===== config.mk =====
export PLATFORM = sky130hd
export DESIGN_NAME = llfb_ctrl
export DESIGN_NICKNAME = d
export VERILOG_FILES = /design/src/rtl/llfb_pkg.sv /design/src/rtl/llfb_ctrl.sv
export SDC_FILE = /design/constraint.sdc
export NUM_CORES = 1
export LEC_CHECK = 0
export BUFFER_PORTS_ARGS = -buffer_cell sky130_fd_sc_hd__buf_2
export CAP_MARGIN = 40
export CORE_AREA = 8 8 45 47
export DETAILED_ROUTE_END_ITERATION = 7
export DIE_AREA = 0 0 53 55
export GPL_TIMING_DRIVEN = 1
export PLACE_DENSITY = 0.52
export SLEW_MARGIN = 30
export SYNTH_ARGS = -nofsm -noshare
export SYNTH_HDL_FRONTEND = slang
export SYNTH_SLANG_ARGS = --single-unit

===== constraint.sdc =====
create_clock -name clock -period 1.92 [get_ports clock]
set_input_delay 0.192 -clock clock [delete_from_list [all_inputs] [get_ports clock]]
set_output_delay 0.192 -clock clock [all_outputs]
set_load 0.02 [all_outputs]

===== src/rtl/llfb_pkg.sv =====
`timescale 1ns / 1ps
// ----------------------------------------------------------------------------
// llfb_pkg
// Shared types, codes and constants of the fully connected layer engine.
// ----------------------------------------------------------------------------
package llfb_pkg;

   localparam int DATA_W        = 16;
   localparam int FRAC_BITS     = 8;
   localparam int IDX_W         = 6;
   localparam int BATCH_REG_W   = 5;
   localparam int SIZE_REG_W    = 7;
   localparam int CSR_DATA_W    = 7;
   localparam int CSR_IDX_W     = 2;
   localparam int DEF_MAX_BATCH = 16;
   localparam int DEF_MAX_INNER = 64;
   localparam int DEF_MAX_OUT   = 64;

   localparam logic [CSR_IDX_W-1:0] CSR_BATCH_ROWS  = 2'd0;
   localparam logic [CSR_IDX_W-1:0] CSR_INNER_SIZE  = 2'd1;
   localparam logic [CSR_IDX_W-1:0] CSR_OUT_COLUMNS = 2'd2;

   typedef logic signed [DATA_W-1:0] data_type;
   typedef logic [IDX_W-1:0]         idx_type;

   typedef enum logic [2:0] {
      CMD_WR_X  = 3'd0,
      CMD_WR_W  = 3'd1,
      CMD_WR_B  = 3'd2,
      CMD_WR_G  = 3'd3,
      CMD_RD_Y  = 3'd4,
      CMD_RD_DX = 3'd5,
      CMD_RD_DW = 3'd6,
      CMD_RD_DB = 3'd7
   } cmd_type;

   typedef struct packed {
      logic latch;
      logic exec;
      logic issue;
      logic finish;
   } ctl_cmd_type;

   typedef struct packed {
      logic is_read;
      logic range_err;
      logic last_issue;
      logic pipe_busy;
      logic out_free;
   } dp_status_type;

endpackage


===== src/rtl/llfb_ctrl.sv =====
`timescale 1ns / 1ps
// ----------------------------------------------------------------------------
// llfb_ctrl
// Request sequencer: accept, execute, dot-product walk, drain, respond.
// ----------------------------------------------------------------------------
module llfb_ctrl
   import llfb_pkg::*;
(
   input  logic          clock,
   input  logic          reset,
   input  logic          req_valid,
   output logic          req_ready,
   input  dp_status_type status,
   output ctl_cmd_type   ctl
);

   typedef enum logic [4:0] {
      ST_IDLE   = 5'b00001,
      ST_EXEC   = 5'b00010,
      ST_RUN    = 5'b00100,
      ST_DRAIN  = 5'b01000,
      ST_FINISH = 5'b10000
   } state_type;

   state_type state_ff, state_in;

   always_ff @(posedge clock) begin
      if (reset) begin
         state_ff <= ST_IDLE;
      end else begin
         state_ff <= state_in;
      end
   end

   always_comb begin
      state_in  = state_ff;
      ctl       = '0;
      req_ready = 1'b0;
      unique case (state_ff)
         ST_IDLE: begin
            req_ready = 1'b1;
            if (req_valid) begin
               ctl.latch = 1'b1;
               state_in  = ST_EXEC;
            end
         end
         ST_EXEC: begin
            ctl.exec = 1'b1;
            if (status.is_read && !status.range_err) begin
               state_in = ST_RUN;
            end else begin
               state_in = ST_FINISH;
            end
         end
         ST_RUN: begin
            ctl.issue = 1'b1;
            if (status.last_issue) begin
               state_in = ST_DRAIN;
            end
         end
         ST_DRAIN: begin
            if (!status.pipe_busy) begin
               state_in = ST_FINISH;
            end
         end
         ST_FINISH: begin
            if (status.out_free) begin
               ctl.finish = 1'b1;
               state_in   = ST_IDLE;
            end
         end
         default: begin
            state_in = ST_IDLE;
         end
      endcase
   end

endmodule


==> flow_results.org <==
** Clocking
- The tree is rooted in a sky130_fd_sc_hd__clkbuf_4.
- Hold-fix buffers, CTS :: 0
- Post-cts repair resize count :: 0
- Clock tree synthesis inserted a total of 3 buffers.
- The longest clock path from root to sink contains 2 buffers.
- Number of levels in the clock H-tree :: 1
- TritonCTS clock tree :: built
- After clock tree synthesis, the clock-pin slew on the worst setup and hold paths is 40 ps.
- Postcts setup bufs :: 0
- Source-to-sink clock delay at the later pin of the worst-skew pair :: 240 ps
- For this design, the sink count on the clock tree is 5.

** Die
- After floorplanning, the core was sized to cover 0.00138 mm².
- In this run the horizontal extent of the chip is 53 µm.
- The die covers 0.00292 mm².
- Measured along the y axis, the die boundary spans 55 µm.
- The initial utilization of the core area, before any placement, comes to 26.0%.
- Number of rows created at floorplan :: 14
- Count of pins on the block boundary :: 13

** Logic synthesis
- Instance count of the mapped netlist :: 41
- Yosys mapped the design onto 27 distinct sky130hd cell types.
- Share of flip-flops with an asynchronous set or reset :: 0%
- Synthesized area :: 360 µm²
- Largest area contributor in the synthesized netlist :: sky130_fd_sc_hd__dfxtp_1
- Most common cell in the netlist :: sky130_fd_sc_hd__dfxtp_1
- Ranked by total cell area, the synthesized netlist is headed by sky130_fd_sc_hd__dfxtp_1 28%, sky130_fd_sc_hd__buf_6 6.3%, sky130_fd_sc_hd__o221a_4 5.6%.
- Per-instance average area after synthesis :: 8.79 µm²
- The share of synthesized area in the top cell type comes to 27.8%.
- Ranked by instance count, the synthesized netlist is headed by 5 x sky130_fd_sc_hd__dfxtp_1, 3 x sky130_fd_sc_hd__nor2_1, 3 x sky130_fd_sc_hd__nor2b_1, 3 x sky130_fd_sc_hd__o21ai_0.
- Yosys mapped a number of flops with a built-in enable equal to 0.
- For this run, the leading register cell type out of synthesis is sky130_fd_sc_hd__dfxtp_1.
- Total nets after synthesis :: 49
- Post-synthesis sequential area ratio :: 27.8%
- Synth Warn # :: 0
- Register bit count reported by yosys :: 5

** Power
- The share of total power dissipated in combinational logic is 32.2%.
- The completed layout was analyzed and its total power is 370 µW.
- Per report_power, the clock group accounts for 32.1% of the total.
- Cell internal power was estimated by the tool at 245 µW.
- In this run the static leakage power is 0.186 nW.
- Cell area power density :: 832 mW/mm²
- Share of total power in sequential cells :: 35.7%
- In this run switching power makes up 33.7% of total power.
- The analysis attributes to net switching a power of 124 µW.
- IR analysis of the VDD net gives a maximum drop of 0.141 mV.

** Final layout
- Registers take 100 µm².
- The number of antenna diodes in the final layout is 0.
- Multi-input gate area in the final layout :: 230 µm²
- Final #Nets :: 64
- Share of layout cells above drive strength 1 :: 34.5%
- Counting the fill cells in the layout gives 157.
- Biggest regs :: state_ff x5
- Max reg flops :: 5
- After routing the design area is 444 µm².
- Layout area overhead :: 23.3%
- The register with the most flip-flops in the final layout is state_ff.

** Job
- Max-cap viol count :: 0

** Drt
- Detailed-route DRC error count :: 0
- The final layout contains routed wiring with a total length of 872 µm.
- Antenna Violating Nets Remaining :: 0
- The first routing iteration left 7 violations.
- WL/cell :: 12.3 µm
- Average vias per placed instance :: 4.63
- First-pass DRT Iterations :: 4
- Summing over every cut layer, the via total after detailed routing is 329.

** Place
- The congestion estimate from routability-driven global placement came to 0.706.
- Port buffering added 12 buffers.
- DP Wirelength :: 700 µm
- The placed instances occupy a cell area of 418 µm².

** Global route
- For this run, the total global-route usage over all layers was measured as 7.04%.
- Largest net degree at the start of global routing :: 10
- Global-route wire length before repair :: 1.46 mm
- Summed over all layers, the global routing overflow is 0.
- Antenna violations before repair :: 0
- The via count of the first global-routing pass is 354.

** STA
- Timing-limited maximum frequency :: 590 MHz
- The final count of hold timing violations is 0.
- Portion of the clock cycle consumed by the worst path in the final layout :: 88.3%
- The max-slew violation count came to 0.
- Post-route setup TNS :: 0 ps
- Measured against its own limit, the worst slew margin works out to 77.5%.
- Setup violations remaining at the end of the flow were counted as 0.
- On the final layout, the worst clock skew is 0.688 ps.
- Clock period minus final worst setup slack :: 1690 ps
- Setup repair after global routing missed its margin :: no
- Hold WS :: 180 ps
- Transition at the pin with the smallest max-transition slack :: 335 ps

** Worst setup path
- Slowest cell on the critical path :: sky130_fd_sc_hd__or3_1
- Delay-heaviest family, CP :: simple AND/OR/NAND/NOR gates
- Crit path DAT :: 1500 ps
- For the worst setup path, the data required time is 1730 ps.
- The critical path is of the flop to output port type.
- The number of buffers and inverters on the critical path is 1.
- STA classifies the critical path startpoint as a flop.
- Maximum single-stage delay on the critical path :: 430 ps
- Endpoint type of the worst setup path :: output port
- Of all nets on the critical path, the largest fanout is 6.
- Cell-by-cell listing of the critical path :: or3_1 -> nor3b_1 -> buf_2

** Worst hold path
- Worst hold path type :: input pin to flop

** Run status
- The run finished with clean final reports.
==> stage by stage <==
| step | util [%] | setup slack [ps] | std cells |
|---|---|---|---|
| floorplan | - | 244 | 41 |
| global placement | 30.2 | 380 | 67 |
| detailed placement | 30.2 | 368 | 67 |
| CTS | 32.1 | 206 | 71 |
| global route | 32.1 | 86.6 | 71 |
| finish | 32.1 | 226 | 71 |
==> metal layers <==
layer  up-vias  global-route usage [%]  routed length, µm
met1       149                    7.27                380
met2         4                    10.4                459
met3         0                    2.67                 32
met5         -                       0                  0
met4         0                    7.76                  0
li1        176                       -                  -
==> power groups by stage <==
stage | clock, mW | sequential, mW | combinational (mW)
4_1_cts | 0.125 | 0.132 | 0.120
3_3_place_gp | 0 | 0.135 | 0.119
2_1_floorplan | 0 | 0.128 | 0.0892
3_5_place_dp | 0 | 0.134 | 0.121
5_1_grt | 0.138 | 0.135 | 0.132
6_report | 0.119 | 0.132 | 0.119
==> final timing paths <==
kind / startpoint / to / slack [ps] / cells after the start
setup / recovery: state_ff[4] / ctl[1] / 230 / 3
hold / removal: reset / state_ff[2] / 180 / 2
setup reg to reg: state_ff[2] / state_ff[0] / 360 / 5
hold reg to reg: state_ff[0] / state_ff[1] / 620 / 2
==> cell families (layout without fill, tap and decap cells) <==
group / Yosys count / after routing / share of synthesized area, %
flip-flops: 5 / 5 / 27.8
AO/OA/AOI/OAI: 10 / 10 / 23.3
AND/OR/NAND/NOR: 21 / 21 / 38.2
buffers and inverters: 4 / 18 / 8.33
XOR/XNOR: 1 / 1 / 2.43
==> cells in the final DEF, fill, tap and decap left out <==
cell and count:
sky130_fd_sc_hd__a211oi_1 1, sky130_fd_sc_hd__a21o_1 1, sky130_fd_sc_hd__a22oi_1 1, sky130_fd_sc_hd__a31oi_1 1, sky130_fd_sc_hd__a31oi_2 1, sky130_fd_sc_hd__and2_1 1
sky130_fd_sc_hd__and3_1 1, sky130_fd_sc_hd__buf_2 12, sky130_fd_sc_hd__clkbuf_1 1, sky130_fd_sc_hd__clkbuf_4 3, sky130_fd_sc_hd__dfxtp_1 5, sky130_fd_sc_hd__inv_1 2
sky130_fd_sc_hd__nand2_1 1, sky130_fd_sc_hd__nand2b_1 1, sky130_fd_sc_hd__nand3b_1 2, sky130_fd_sc_hd__nand3b_2 1, sky130_fd_sc_hd__nor2_1 3, sky130_fd_sc_hd__nor2b_1 3
sky130_fd_sc_hd__nor3_1 1, sky130_fd_sc_hd__nor3_2 1, sky130_fd_sc_hd__nor3b_1 2, sky130_fd_sc_hd__nor4_1 1, sky130_fd_sc_hd__o211ai_1 1, sky130_fd_sc_hd__o21ai_0 3
sky130_fd_sc_hd__o221a_4 1, sky130_fd_sc_hd__or2b_1 1, sky130_fd_sc_hd__or3_1 1, sky130_fd_sc_hd__or3b_1 1, sky130_fd_sc_hd__xor2_1 1
==> layout make-up <==
type	count	share of cell area [%]
Inverter	2	1.69
Tap cell	16	4.51
Sequential cell	5	22.5
Timing Repair Buffer	12	13.5
Clock buffer	4	5.92
Multi-Input combinational cell	32	51.8
Note: power is estimated with default switching activity, not from simulation.
